$ cat config.mk
export PLATFORM = sky130hd
export DESIGN_NAME = ktab_ctrl
export DESIGN_NICKNAME = d
export VERILOG_FILES = /design/src/rtl/core/ktab_pkg.sv /design/src/rtl/core/ktab_ctrl.sv
export SDC_FILE = /design/constraint.sdc
export NUM_CORES = 1
export LEC_CHECK = 0
export BUFFER_PORTS_ARGS = -buffer_cell sky130_fd_sc_hd__buf_2
export CORE_MARGIN = 5
export CORE_UTILIZATION = 42
export CTS_CLUSTER_DIAMETER = 80
export DETAILED_ROUTE_END_ITERATION = 8
export PLACE_DENSITY = 0.7
export SLEW_MARGIN = 5
export SYNTH_ARGS = -nofsm -noshare
export SYNTH_HDL_FRONTEND = slang
export SYNTH_SLANG_ARGS = --single-unit
$ cat constraint.sdc
create_clock -name clk_i -period 1.3 [get_ports clk_i]
set_input_delay 0.065 -clock clk_i [delete_from_list [all_inputs] [get_ports clk_i]]
set_output_delay 0.065 -clock clk_i [all_outputs]
set_load 0.02 [all_outputs]
$ cat src/rtl/core/ktab_pkg.sv
// ----------------------------------------------------------------------------
// ktab_pkg
// Shared codes, field widths and controller/datapath bundles for the keyed
// cpu time accounting table.
// ----------------------------------------------------------------------------
package ktab_pkg;

  // Field widths
  localparam int unsigned REQ_W   = 3;
  localparam int unsigned UID_W   = 32;
  localparam int unsigned PID_W   = 23;
  localparam int unsigned CPU_W   = 8;
  localparam int unsigned NS_W    = 48;
  localparam int unsigned STATE_W = 4;
  localparam int unsigned ROWI_W  = 5;
  localparam int unsigned KIND_W  = 2;
  localparam int unsigned USED_W  = 6;

  // Request codes
  localparam logic [REQ_W-1:0] REQ_RECORD    = 3'd0;
  localparam logic [REQ_W-1:0] REQ_TRK_ADD   = 3'd1;
  localparam logic [REQ_W-1:0] REQ_TRK_DEL   = 3'd2;
  localparam logic [REQ_W-1:0] REQ_TRK_CLR   = 3'd3;
  localparam logic [REQ_W-1:0] REQ_READ_ROW  = 3'd4;
  localparam logic [REQ_W-1:0] REQ_READ_CPU  = 3'd5;
  localparam logic [REQ_W-1:0] REQ_CLR_ACCT  = 3'd6;
  localparam logic [REQ_W-1:0] REQ_RSVD      = 3'd7;

  // Row kinds
  localparam logic [KIND_W-1:0] KIND_EMPTY   = 2'd0;
  localparam logic [KIND_W-1:0] KIND_PROCESS = 2'd1;
  localparam logic [KIND_W-1:0] KIND_APP     = 2'd2;

  // Always-tracked uids
  localparam logic [UID_W-1:0] UID_ROOT   = 32'd0;
  localparam logic [UID_W-1:0] UID_SYSTEM = 32'd1000;

  // ns to ms: (ns + NS_PER_MS/2) / NS_PER_MS, done as a shift by 6, then a
  // reciprocal multiply by floor(2^44 / 15625) that is at most one low,
  // then one compare and subtract to fix the estimate
  localparam int unsigned NS_PER_MS = 1000000;
  localparam int unsigned HALF_MS   = NS_PER_MS / 2;
  localparam int unsigned DIV_SHIFT = 6;
  localparam int unsigned DVD_W     = NS_W + 1 - DIV_SHIFT;
  localparam int unsigned ODD_W     = 14;
  localparam logic [ODD_W-1:0] DIV_ODD = 14'd15625;
  localparam int unsigned RCP_W     = 31;
  localparam logic [RCP_W-1:0] RECIP_M = 31'd1125899906;
  localparam int unsigned RCP_SHIFT = 44;
  localparam int unsigned XL_W      = 22;
  localparam int unsigned XH_W      = DVD_W - XL_W;
  localparam int unsigned QUO_W     = 30;
  localparam int unsigned DCNT_W    = 3;
  localparam int unsigned DIV_STEPS = 4;

  // Controller to datapath commands
  typedef struct packed {
    logic load;
    logic trk_upd;
    logic div_step;
    logic scan_init;
    logic scan_next;
    logic proc;
    logic create;
    logic set_drop;
    logic twr;
    logic cwr;
    logic clr_init;
    logic clr_step;
    logic res_load;
  } cmd_t;

  // Datapath to controller status
  typedef struct packed {
    logic [REQ_W-1:0] req;
    logic             div_done;
    logic             scan_end;
    logic             tbl_full;
    logic             hit;
    logic             tracked;
    logic             clr_done;
    logic             out_busy;
  } sts_t;

endpackage

$ cat src/rtl/core/ktab_ctrl.sv
// ----------------------------------------------------------------------------
// ktab_ctrl
// Sequencer: steps each request through divide, keyed scans, time updates,
// clearing sweeps and result hand-off.
// ----------------------------------------------------------------------------
module ktab_ctrl
  import ktab_pkg::*;
(
  input  logic clk_i,
  input  logic rst_ni,
  input  logic in_valid_i,
  output logic in_ready_o,
  input  sts_t sts_i,
  output cmd_t cmd_o
);

  localparam logic [3:0] ST_CLR  = 4'd0;
  localparam logic [3:0] ST_IDLE = 4'd1;
  localparam logic [3:0] ST_EXEC = 4'd2;
  localparam logic [3:0] ST_DIV  = 4'd3;
  localparam logic [3:0] ST_SCAN = 4'd4;
  localparam logic [3:0] ST_META = 4'd5;
  localparam logic [3:0] ST_TRD  = 4'd6;
  localparam logic [3:0] ST_TWR  = 4'd7;
  localparam logic [3:0] ST_CRD  = 4'd8;
  localparam logic [3:0] ST_CWR  = 4'd9;
  localparam logic [3:0] ST_DONE = 4'd10;

  logic [3:0] state_q, state_d;
  logic       pass_q, pass_d;
  logic       boot_q, boot_d;

  // Next state and commands
  always_comb begin
    state_d    = state_q;
    pass_d     = pass_q;
    boot_d     = boot_q;
    cmd_o      = '0;
    cmd_o.proc = pass_q;
    in_ready_o = 1'b0;
    case (state_q)
      ST_CLR: begin
        cmd_o.clr_step = 1'b1;
        if (sts_i.clr_done) begin
          boot_d  = 1'b0;
          state_d = boot_q ? ST_IDLE : ST_DONE;
        end
      end
      ST_IDLE: begin
        in_ready_o = 1'b1;
        if (in_valid_i) begin
          cmd_o.load = 1'b1;
          state_d    = ST_EXEC;
        end
      end
      ST_EXEC: begin
        case (sts_i.req)
          REQ_RECORD: state_d = ST_DIV;
          REQ_TRK_ADD, REQ_TRK_DEL, REQ_TRK_CLR: begin
            cmd_o.trk_upd = 1'b1;
            state_d       = ST_DONE;
          end
          REQ_CLR_ACCT: begin
            cmd_o.clr_init = 1'b1;
            state_d        = ST_CLR;
          end
          default: state_d = ST_DONE;
        endcase
      end
      ST_DIV: begin
        if (sts_i.div_done) begin
          cmd_o.scan_init = 1'b1;
          pass_d          = 1'b0;
          state_d         = ST_SCAN;
        end else begin
          cmd_o.div_step = 1'b1;
        end
      end
      ST_SCAN: begin
        if (!sts_i.scan_end) begin
          state_d = ST_META;
        end else if (!sts_i.tbl_full) begin
          cmd_o.create = 1'b1;
          state_d      = ST_TRD;
        end else begin
          // Table full: drop this place and move on
          cmd_o.set_drop = 1'b1;
          if (!pass_q && sts_i.tracked) begin
            pass_d          = 1'b1;
            cmd_o.scan_init = 1'b1;
            state_d         = ST_SCAN;
          end else begin
            state_d = ST_CRD;
          end
        end
      end
      ST_META: begin
        if (sts_i.hit) begin
          state_d = ST_TRD;
        end else begin
          cmd_o.scan_next = 1'b1;
          state_d         = ST_SCAN;
        end
      end
      ST_TRD: state_d = ST_TWR;
      ST_TWR: begin
        cmd_o.twr = 1'b1;
        if (!pass_q && sts_i.tracked) begin
          pass_d          = 1'b1;
          cmd_o.scan_init = 1'b1;
          state_d         = ST_SCAN;
        end else begin
          state_d = ST_CRD;
        end
      end
      ST_CRD: state_d = ST_CWR;
      ST_CWR: begin
        cmd_o.cwr = 1'b1;
        state_d   = ST_DONE;
      end
      ST_DONE: begin
        if (!sts_i.out_busy) begin
          cmd_o.res_load = 1'b1;
          state_d        = ST_IDLE;
        end
      end
      default: state_d = ST_IDLE;
    endcase
  end

  // State registers
  always_ff @(posedge clk_i or negedge rst_ni) begin
    if (!rst_ni) begin
      state_q <= ST_CLR;
      pass_q  <= 1'b0;
      boot_q  <= 1'b1;
    end else begin
      state_q <= state_d;
      pass_q  <= pass_d;
      boot_q  <= boot_d;
    end
  end

endmodule

## Yosys cells after proc, flatten, opt, wreduce, memory -nomap -nowiden

Index checks and enable logic that the tools add are counted.

| word-level totals | value |
|---|---|
| bits in registers | 6 |
| bits in latches | 0 |
| RAM bits | 0 |
| memory bits (read-only) | 0 |
| input port bits | 13 |
| output and inout port bits | 14 |
| word-level logic and storage cells | 73 |
| memories kept | 0 |

| operators by class | value |
|---|---|
| $add $sub $neg | 0 |
| $mul | 0 |
| divide/modulo/power cells | 0 |
| magnitude comparators | 0 |
| equality and inequality tests | 20 |
| shifts and indexed selects | 0 |
| multiplexer cells | 41 |
| bitwise gates (word level) | 0 |
| reductions and logical operators | 9 |

Operators by type and width:

| cell | number |
|---|---|
| $pmux 4 s11 | 1 |
| $mux 4 | 8 |
| $mux 1 | 26 |
| $eq 4x3->1 const B | 4 |
| $eq 4x4->1 const B | 3 |
| $ne 2x2->1 const B | 6 |
| $eq 4x2->1 const B | 2 |
| $pmux 4 s2 | 1 |
| $reduce_and 4->1 | 2 |
| $eq 3x2->1 const B | 2 |
| $mux 2 | 3 |
| $pmux 1 s3 | 2 |
| $eq 4x1->1 const B | 1 |
| $logic_not 4->1 | 1 |
| $eq 3x1->1 const B | 1 |
| $eq 3x3->1 const B | 1 |
| $logic_not 3->1 | 1 |
| $reduce_bool 3->1 | 1 |
| $reduce_or 3->1 | 1 |
| $reduce_and 2->1 | 1 |
| $logic_and 1x1->1 | 1 |
| $logic_not 1->1 | 1 |

## Logic depth before layout (Yosys ltp)

Gate-level depths: netlist of run 1.

| depth | value |
|---|---|
| depth after elaboration | 6 |
| gate-level depth with buffers | 6 |
| gate-level depth less buffers | 4 |

## Least setup slack after synthesis of run 1

OpenSTA, ideal clock, no wires.

| timing path | value |
|---|---|
| path kind | reg2out |
| start point | reg state_q[2] |
| end point | out cmd_o[2] in the netlist's numbering |
| arrival | 1.463 ns |
| slack | -0.228 ns |
| cell stages (with the launch flop) | 3 |
| path buffers | 0 |
| path through | dfrtp_1 -> or4b_4 -> nor3_1 |

RTL lines:

| element | RTL line | text |
|---|---|---|
| start, declared | ktab_ctrl.sv:29 | `logic [3:0] state_q, state_d;` |
| start signal, assigned | ktab_ctrl.sv:138 | `state_q <= state_d;` |
| end, declared | ktab_ctrl.sv:14 | `output cmd_t cmd_o` |

==> key figures, run 1 <==
Floorplanning
  – Area of the placeable core: 1490 um2
  – Die extent in y: 49.3 um
  – Width of the die: 49.3 um
  – Floorplan row count: 14
  – I/O pins: 27
  – Initial standard-cell utilization of the core: 43.6%
  – Full die area: 2430 um2

Final layout
  – Non-filler instance count after layout: 162
  – Final layout net count: 160
  – Layout fillers: 61
  – Area added between synthesis and finish: 108%
  – Register Area: 153 um2
  – Proportion of layout cells with a drive suffix above 1: 68.5%
  – Ant. Diodes: 0
  – Final Cell Area: 1350 um2
  – Area of the multi-input gates: 632 um2

Worst setup path
  – Worst reg-to-reg setup slack: -0.26 ns
  – Sort of element at the start of the critical path: flop
  – Largest driver fanout on the critical path: 5
  – Sort of element at the end of the critical path: primary output
  – Worst endpoint data arrival time: 1.59 ns
  – Classification of the worst setup path: flop to primary output
  – Data required time of the worst path: 1.24 ns
  – Start point of the critical path: state_q[0]
  – Worst r2r dst: state_q[3]
  – Critical register-to-register path startpoint: state_q[3]
  – Reg2reg path depth: 4

Min path
  – Beginning of the worst hold path: sts_i[2]
  – Number of cells on the worst hold path: 2
  – Sink of the worst hold path: pass_q
  – Worst hold path class: input port to flop

Timing
  – Minimum clock period: 1.66 ns
  – Actual slew at the worst max-slew pin: 0.379 ns
  – Slack of the critical path: -0.355 ns
  – Slew margin rel.: 74.7%
  – Count of pins over their slew limit: 0
  – Worst Clk Skew: 0.00451 ns
  – Final-report hold violation count: 0
  – Final critical-path share of the clock period: 127%
  – FMAX: 604 MHz
  – Finish-stage setup viols: 18
  – RSZ-0062 raised after global routing: yes

Clocking
  – Latest clock arrival within the worst-skew pair: 0.25 ns
  – # H-tree levels: 1
  – Number of buffers on the longest clock path: 2
  – Clock-pin slew of the registers on the worst-case setup and hold paths: 0.05 ns
  – Num Clock Sinks: 6
  – Cts bufs inserted: 3
  – CTS root buf: clkbuf_4
  – Clock tree from TritonCTS: done

Power and ir drop
  – Total power consumption of the routed design: 3.24 mW
  – Portion of total power attributed to the clock network: 6.0%
  – LEAKAGE: 0.612 nW
  – Max VDD drop: 0.00193 V
  – Fraction of power consumed by sequential logic: 10.5%
  – Comb power frac: 83.5%
  – Cell internal power dissipation: 1.79 mW
  – Ratio of total power to cell area: 2400 nW/um2
  – Switching Share: 44.7%
  – Switching pwr: 1.45 mW

Global routing
  – Via count of the first global-routing pass: 841
  – Final global-route overflow total: 0
  – Antenna violations before repair: 0
  – Largest net degree at the start of global routing: 12
  – Wire length of the first global-routing pass: 4.01 mm
  – GRT Overall Usage: 20.2%

Routing
  – Detailed-router iteration count before antenna repair: 4
  – Count of antenna-violating nets left after detailed routing: 0
  – Iteration-0 DRC Markers: 50
  – Via count: 967
  – Post-route DRC violation count: 0
  – Drt wl/cell: 19.1 um
  – Total wirelength of the detailed-routed design: 3.09 mm
  – Detail-routed via count per cell: 5.97

Synth
  – Net count of the mapped netlist: 98
  – Synthesized cell area: 649 um2
  – Share of the yosys chip area belonging to registers: 23.3%
  – Number of flops mapped to enable cells by yosys: 0
  – Cell variety after synth: 37
  – Synth top area share: 19.3%
  – Post-synthesis sequential element count: 6
  – Async S/R FF share, synth: 100%
  – Top-count cell post-synth: nor2_1
  – Ranking of synthesized cells by instance count: 12 x nor2_1, 9 x nor3_1, 7 x a21oi_1
  – Area contributors post-synth: dfrtp_1 19%, nor3_1 6.9%, nor2_1 6.9%, nand2b_1 5.8%, a21oi_1 5.4%
  – Gate Count Post-Synth: 85
  – Average instance area after synthesis: 7.64 um2
  – Cell type with the highest aggregate area in the netlist: dfrtp_1
  – Flip-flop cell with the highest count after synthesis: dfrtp_1
  – Yosys warning total: 0

Run
  – Max capacitance violation total: 0

Status
  – Violated checks: setup timing
  – Status: finished, violations left

Placement
  – Cell area after placement: 926 um2
  – Number of port buffers: 26
  – Placer's final routability congestion estimate: 0.821
  – Number of placed instances with taps included: 137
  – Half-perimeter wire length after placement: 1.60 mm
  – Pre-CTS WS: -0.150 ns
[critical path: stages (launching register included)]
cell and delay (ns):
dfrtp_2 0.44, buf_6 0.15, nand4bb_4 0.22, nand2_2 0.12, a31oi_2 0.10, nor2_2 0.17, buf_6 0.14
[power groups by stage]
stage               combinational [mW]  clock [mW]  sequential [mW]
global route                      2.85       0.211            0.346
detailed placement                1.61           0            0.331
global placement                  1.60           0            0.322
floorplan                         1.07           0            0.312
finish                            2.70       0.195            0.340
CTS                               2.13       0.203            0.328
[how the worst max path moves through the flow]
stage	to	slack [ns]
floorplan	state_q[3]	-0.08
global placement	state_q[0]	-0.11
detailed placement	state_q[0]	-0.15
CTS	cmd_o[2]	-0.30
global route	cmd_o[11]	-0.41
finish	cmd_o[9]	-0.36
[metrics by stage]
step | TNS (ns) | util, % | hold slack (ns)
global placement | -0.424 | 62.2 | -0.103
CTS | -3.14 | 79.4 | 0.0835
floorplan | -0.265 | - | -0.231
detailed placement | -0.634 | 62.2 | -0.0966
global route | -4.85 | 90.7 | 0.0761
finish | -3.83 | 90.7 | 0.0824
[final cells by class]
class,instances,area share (%)
clock buffers,4,1.95
inverters,1,0.278
multi-input cells,71,46.8
flip-flops and latches,6,11.3
well taps,16,1.48
repair buffers,64,38.2
[cells in the final DEF, fill, tap and decap left out, types with 2 or more instances in the layout]
master	count
nor2b_1	2
nor2_2	4
nand2_1	3
buf_4	30
nor2_4	3
nor3_4	2
dlygate4sd3_1	2
o21ai_2	2
buf_2	15
a21oi_1	5
o21bai_1	2
nand2_2	2
dfrtp_1	4
nor2_1	5
clkbuf_4	3
nand2b_4	4
a21oi_2	2
nand2b_1	2
nor3_2	4
buf_6	16
nor3_1	3
[what timing repair did]
| item | CTS | global route |
|---|---|---|
| pin swaps | 11 | 8 |
| gates cloned | 0 | 0 |
| resized for setup | 28 | 28 |
| setup buffers | 13 | 7 |
| hold endpoints to repair | 7 | 0 |
| hold buffers | 2 | 0 |
| endpoints found under the setup margin | 17 | 19 |
[kinds of logic after synthesis]
logic type,Yosys count,share of synthesized area [%]
DFF,6,23.3
and+or+nand+nor,50,45.9
muxes,1,1.73
buffers and inverters,8,6.55
AOI/OAI and AO/OA,19,21.2
xor gates and xnor gates,1,1.35
[sequential cells by signal, summed over array words and instances, names as in the netlist]
register,flops
pass_q,1
boot_q,1
state_q,4
[layer usage]
| layer | vias up | track usage [%] | routed length, um |
|---|---|---|---|
| li1 | 438 | - | - |
| met5 | - | 0 | 0 |
| met4 | 0 | 5.83 | 89 |
| met2 | 52 | 33.0 | 1530 |
| met1 | 467 | 27.5 | 1260 |
| met3 | 10 | 2.14 | 220 |
Power figures use the tool's default switching activity.
==> run 2: changes to the inputs <==
--- a/config.mk
+++ b/config.mk
@@ -6,6 +6,7 @@
 export NUM_CORES = 1
 export LEC_CHECK = 0
 export BUFFER_PORTS_ARGS = -buffer_cell sky130_fd_sc_hd__buf_2
+export CORE_ASPECT_RATIO = 1.1
 export CORE_MARGIN = 5
 export CORE_UTILIZATION = 42
 export CTS_CLUSTER_DIAMETER = 80
==> key figures, run 2 (synthesis gave the netlist of run 1 again) <==
Final layout
  – Non-filler instance count after layout: 148
  – Area added between synthesis and finish: 82.1%
  – Proportion of layout cells with a drive suffix above 1: 62.6%
  – Registers with the most flip-flops: state_q: 4 flops, boot_q: 1 flops, pass_q: 1 flops
  – Commonest non-fill, non-tap cell in the layout: buf_4
  – Final layout net count: 145
  – Layout fillers: 105
  – Max reg flops: 4
  – Ant. Diodes: 0
  – Most frequent cells in the layout: 19 x buf_4, 18 x buf_2, 8 x buf_6, 7 x a21oi_1, 6 x nor2_1
  – Largest register by flop count: state_q

Power and ir drop
  – Switching pwr: 1.26 mW
  – Portion of total power attributed to the clock network: 7.5%
  – Max VDD drop: 0.00123 V
  – Ratio of total power to cell area: 2280 nW/um2
  – Switching Share: 46.6%
  – LEAKAGE: 0.517 nW
  – Total power consumption of the routed design: 2.70 mW
  – Cell internal power dissipation: 1.44 mW
  – Comb power frac: 80.1%
  – Fraction of power consumed by sequential logic: 12.4%

Floorplanning
  – I/O pins: 27
  – Initial standard-cell utilization of the core: 42.7%
  – Width of the die: 47.5 um
  – Die extent in y: 51.2 um
  – Area of the placeable core: 1520 um2
  – Full die area: 2430 um2
  – Floorplan row count: 15

Min path
  – Worst hold path class: input port to flop
  – Number of cells on the worst hold path: 3

Worst setup path
  – Worst stage delay on the critical path: 0.58 ns
  – Critical path depth: 3
  – Reg2reg path depth: 6
  – Cell with the biggest individual delay on the critical path: or4b_4
  – Sort of element at the start of the critical path: flop
  – Largest driver fanout on the critical path: 4
  – Classification of the worst setup path: flop to primary output
  – Chain of cells forming the critical path: or4b_4, nor3_4, buf_6
  – Worst endpoint data arrival time: 1.53 ns
  – Sort of element at the end of the critical path: primary output
  – Data required time of the worst path: 1.24 ns
  – Crit path max-delay family: simple AND/OR/NAND/NOR gates
  – Number of buffers and inverters on the critical path: 1

Routing
  – Iteration-0 DRC Markers: 27
  – Routed length on met2: 1.35 mm
  – Via count: 890
  – Drt wl/cell: 17.1 um
  – Detail-routed via count per cell: 6.01
  – Uppermost layer routed: met4
  – Detailed-router iteration count before antenna repair: 4
  – Total wirelength of the detailed-routed design: 2.53 mm
  – Count of antenna-violating nets left after detailed routing: 0
  – Post-route DRC violation count: 0
  – Detailed-routed wire length on met3: 191 um
  – Routed metal-1 wirelength: 923 um

Placement
  – Number of placed instances with taps included: 137
  – Number of port buffers: 26
  – Pre-CTS WS: -0.152 ns
  – Half-perimeter wire length after placement: 1.58 mm
  – Placer's final routability congestion estimate: 0.782

Global routing
  – Via count of the first global-routing pass: 870
  – Antenna violations before repair: 0
  – Final global-route overflow total: 0
  – Wire length of the first global-routing pass: 3.67 mm
  – GRT Overall Usage: 21.3%
  – Largest net degree at the start of global routing: 14

Clocking
  – Clock tree from TritonCTS: done
  – Num Clock Sinks: 6
  – Clock-pin slew of the registers on the worst-case setup and hold paths: 0.06 ns
  – Latest clock arrival within the worst-skew pair: 0.26 ns
  – Number of buffers on the longest clock path: 2
  – CTS root buf: clkbuf_4
  – # H-tree levels: 1
  – Cts bufs inserted: 3

Timing
  – Final critical-path share of the clock period: 123%
  – Actual slew at the worst max-slew pin: 0.397 ns
  – FMAX: 626 MHz
  – Slack of the critical path: -0.299 ns
  – RSZ-0062 raised after global routing: yes
  – Minimum clock period: 1.60 ns
  – Post-route setup TNS: -3.49 ns
  – Final-report hold violation count: 0
  – Hold slack: 0.0826 ns
  – Slew margin rel.: 73.5%
  – Count of pins over their slew limit: 0
  – Worst Clk Skew: 0.0167 ns
  – Finish-stage setup viols: 18

Status
  – Status: finished, violations left
  – Violated checks: setup timing

Run
  – Max capacitance violation total: 0
run 2: cell count changes in the layout (fill, tap and decap cells not counted), moves of 2 or more:
| cell | delta |
|---|---|
| buf_4 | -11 |
| buf_6 | -8 |
| buf_2 | +3 |
| a21oi_1 | +2 |
| a21oi_2 | -2 |
run 2: final cells by class:
cell class                      count  area (um2)  area share (%)
Multi-Input combinational cell     71         601            50.8
Timing Repair Buffer               49         378            32.0
Clock buffer                        4        26.3            2.22
Inverter                            1        3.75           0.317
Tap cell                           17        21.3            1.80
Sequential cell                     6         153            12.9
run 2: per-stage QoR:
step	cell area (um2)	util, %
4_1_cts	1070	70.2
5_1_grt	1180	77.8
6_report	1180	77.8
2_1_floorplan	688	-
3_5_place_dp	920	60.5
3_3_place_gp	920	60.5
run 2: worst paths after layout:
kind	from	end	slack, ns
setup / recovery	state_q[3]	cmd_o[11]	-0.30
hold / removal	sts_i[0]	state_q[3]	0.08
setup reg to reg	state_q[2]	state_q[0]	-0.21
hold reg to reg	boot_q	boot_q	0.52
max in group asynchronous	rst_ni	boot_q	0.89
min in group asynchronous	rst_ni	state_q[2]	0.16
run 2: worst min-delay path, stage by stage:
cell	delay, ns
buf_2	0.13
nand2_1	0.06
a32oi_1	0.04
run 2: timing repair:
action / 4_1_cts / 5_1_grt
endpoints found under the setup margin: 17 / 18
gates resized for setup: 22 / 24
setup buffers: 1 / 4
gates cloned: 0 / 1
pin swaps: 5 / 5
hold buffers: 2 / 0
endpoints found under the hold margin: 7 / 0
run 2: per-layer routing:
layer / track usage [%] / up-vias
met2: 34.8 / 47
met4: 12.0 / 0
met5: 0 / -
met3: 3.87 / 10
met1: 25.0 / 429
li1: - / 404
run 2: power by group through the flow:
stage	Sequential (mW)	Clock (mW)	Combinational, mW
after floorplan	0.312	0	1.07
after global placement	0.313	0	1.59
after detailed placement	0.318	0	1.61
after CTS	0.318	0.198	1.84
after global routing	0.340	0.218	2.31
final	0.334	0.202	2.16
==> run 3: changes to the inputs <==
--- a/config.mk
+++ b/config.mk
@@ -5,10 +5,11 @@
 export SDC_FILE = /design/constraint.sdc
 export NUM_CORES = 1
 export LEC_CHECK = 0
+export ABC_AREA = 1
 export BUFFER_PORTS_ARGS = -buffer_cell sky130_fd_sc_hd__buf_2
 export CORE_ASPECT_RATIO = 1.1
 export CORE_MARGIN = 5
-export CORE_UTILIZATION = 42
+export CORE_UTILIZATION = 43
 export CTS_CLUSTER_DIAMETER = 80
 export DETAILED_ROUTE_END_ITERATION = 8
 export PLACE_DENSITY = 0.7
==> key figures, run 3 <==
Floorplanning
  – Initial standard-cell utilization of the core: 46.0%
  – I/O pins: 27
  – Area of the placeable core: 1610 um2
  – Full die area: 2660 um2
  – Width of the die: 49.6 um
  – Die extent in y: 53.6 um
  – Floorplan row count: 15

Placement
  – Placer's final routability congestion estimate: 0.812
  – Number of port buffers: 26
  – Half-perimeter wire length after placement: 1.62 mm
  – Number of placed instances with taps included: 172

Clocking
  – Number of buffers on the longest clock path: 2
  – # H-tree levels: 1
  – CTS root buf: clkbuf_4
  – Num Clock Sinks: 6
  – Cts bufs inserted: 3
  – Clock-pin slew of the registers on the worst-case setup and hold paths: 0.05 ns
  – Clock tree from TritonCTS: done
  – Latest clock arrival within the worst-skew pair: 0.24 ns

Worst setup path
  – Data required time of the worst path: 1.24 ns
  – Largest driver fanout on the critical path: 4
  – Worst reg-to-reg setup slack: -0.06 ns
  – Sort of element at the start of the critical path: flop
  – Classification of the worst setup path: flop to primary output
  – Sort of element at the end of the critical path: primary output
  – Worst endpoint data arrival time: 1.33 ns

Timing
  – Final-report hold violation count: 0
  – Finish-stage setup viols: 15
  – RSZ-0062 raised after global routing: yes
  – Hold slack: 0.131 ns
  – Worst Clk Skew: 0.00332 ns
  – Slack of the critical path: -0.0926 ns
  – Actual slew at the worst max-slew pin: 0.218 ns
  – Final critical-path share of the clock period: 107%
  – Count of pins over their slew limit: 0
  – Minimum clock period: 1.39 ns
  – FMAX: 718 MHz
  – Slew margin rel.: 85.5%
  – Post-route setup TNS: -0.624 ns

Global routing
  – Final global-route overflow total: 0
  – Via count of the first global-routing pass: 876
  – Antenna violations before repair: 0
  – GRT Overall Usage: 16.9%
  – Largest net degree at the start of global routing: 7
  – Wire length of the first global-routing pass: 3.53 mm

Routing
  – Count of antenna-violating nets left after detailed routing: 0
  – Total wirelength of the detailed-routed design: 2.19 mm
  – Via count: 904
  – Drt wl/cell: 11.7 um
  – Detail-routed via count per cell: 4.83
  – Iteration-0 DRC Markers: 16
  – Post-route DRC violation count: 0
  – Detailed-router iteration count before antenna repair: 4

Power and ir drop
  – Switching pwr: 1.17 mW
  – Ratio of total power to cell area: 1940 nW/um2
  – Max VDD drop: 0.00134 V
  – Fraction of power consumed by sequential logic: 18.1%
  – Comb power frac: 73.7%
  – Switching Share: 52.2%
  – LEAKAGE: 0.681 nW
  – Cell internal power dissipation: 1.07 mW
  – Portion of total power attributed to the clock network: 8.2%

Final layout
  – Proportion of layout cells with a drive suffix above 1: 51.8%
  – Ant. Diodes: 0
  – Final layout net count: 184
  – Largest register by flop count: state_q
  – Most frequent cells in the layout: 34 x nand2_1, 20 x buf_4, 17 x inv_1, 15 x buf_2, 11 x nor2_1
  – Non-filler instance count after layout: 187
  – Max reg flops: 4
  – Commonest non-fill, non-tap cell in the layout: nand2_1
  – Area added between synthesis and finish: 54.9%
  – Registers with the most flip-flops: state_q: 4 flops, boot_q: 1 flops, pass_q: 1 flops
  – Layout fillers: 130

Synth
  – Ranking of synthesized cells by instance count: 38 x nand2_1, 21 x inv_1, 15 x nor2_1
  – Async S/R FF share, synth: 100%
  – Gate Count Post-Synth: 127
  – Number of flops mapped to enable cells by yosys: 0
  – Top-count cell post-synth: nand2_1
  – Post-synthesis share of cell area spent on and, or, nand and nor gates: 59.4%
  – Synthesized cell area: 743 um2
  – Share of the yosys chip area belonging to registers: 20.4%
  – Area contributors post-synth: nand2_1 19%, dfrtp_1 17%, inv_1 11%, nor2_1 7.6%, nor2_4 7.6%
  – Mux cell area share after synthesis: 0%
  – Average instance area after synthesis: 5.85 um2
  – Net count of the mapped netlist: 140
  – Synth Area in XOR/XNOR: 0%
  – Yosys warning total: 0
  – Cell type with the highest aggregate area in the netlist: nand2_1
  – Adder and majority cell fraction of the synthesized area: 0%
  – Flip-flop cell with the highest count after synthesis: dfrtp_1
  – Combinational family with the most area after synthesis: simple AND/OR/NAND/NOR gates
  – Synth top area share: 19.2%
  – Cell variety after synth: 22
  – Post-synthesis compound-gate area fraction: 5.56%
  – Post-synthesis sequential element count: 6

Status
  – Violated checks: setup timing
  – Status: finished, violations left

Run
  – Max capacitance violation total: 0

Min path
  – Worst hold path class: input port to flop
-- run 3: cell count changes after synthesis, sizes merged, moves of 2 or more --
cell    change
buf         -5
inv        +26
nor2b       -3
nor2       +11
nand2      +43
nor3        -6
nand2b      -6
a21oi       -7
nand3       +8
nor3b       -2
-- run 3: power groups by stage --
stage               logic [mW]  clock network [mW]  registers, mW
finish                    1.65               0.183          0.406
global route              1.80               0.209          0.418
CTS                       1.43               0.194          0.397
detailed placement        1.20                   0          0.392
global placement          1.19                   0          0.387
floorplan                0.923                   0          0.373
-- run 3: what timing repair did --
item / CTS / global route
gates resized for setup: 19 / 22
buffers inserted: 8 / 2
hold endpoints to repair: 6 / 0
pin swaps: 3 / 7
hold buffers: 1 / 0
gates cloned: 0 / 0
endpoints found under the setup margin: 14 / 18
-- run 3: area by class of cell --
cell class	instances	area [um2]	share of cell area, %
Tap cell	17	21.3	1.85
Sequential cell	6	156	13.6
Multi-Input combinational cell	93	561	48.7
Inverter	27	106	9.24
Clock buffer	4	26.3	2.28
Timing Repair Buffer	40	280	24.3
-- run 3: logic make-up (layout without fill, tap and decap cells) --
kind of cell | count (synthesis) | count (layout)
buffers and inverters | 28 | 71
DFF | 6 | 6
and+or+nand+nor | 86 | 86
AOI/OAI and AO/OA | 7 | 7
-- run 3: metrics by stage --
stage	instance area, um2	util [%]	total power, mW	setup WS (ns)
3_5_place_dp	922	57.1	1.60	-0.00513
6_report	1150	71.3	2.24	-0.0926
4_1_cts	1070	66.2	2.02	-0.100
5_1_grt	1150	71.3	2.43	-0.172
2_1_floorplan	756	-	1.30	0.00194
3_3_place_gp	922	57.1	1.58	0.00543
-- run 3: path summary, 6_finish.rpt --
| kind | from | end | cells after the start |
|---|---|---|---|
| setup / recovery | state_q[3] | cmd_o[9] | 6 |
| hold / removal | sts_i[1] | boot_q | 4 |
| setup reg to reg | state_q[3] | state_q[3] | 9 |
| hold reg to reg | boot_q | boot_q | 2 |
| max in group asynchronous | rst_ni | boot_q | 2 |
| min in group asynchronous | rst_ni | pass_q | 2 |
-- run 3: layer usage --
metal / global-route usage (%) / vias to the layer above / wire [um]
met3: 1.66 / 2 / 90
met4: 6.55 / 0 / 16
li1: - / 471 / -
met5: 0 / - / 0
met2: 33.1 / 20 / 1210
met1: 18.6 / 411 / 871
-- run 3: worst max-delay path: stages (launching register included) --
cell and delay [ns]:
dfrtp_2 0.45, nor2_4 0.18, nand2_2 0.11, nor2_4 0.10, o21ai_2 0.06, o21ai_2 0.06
buf_6 0.13
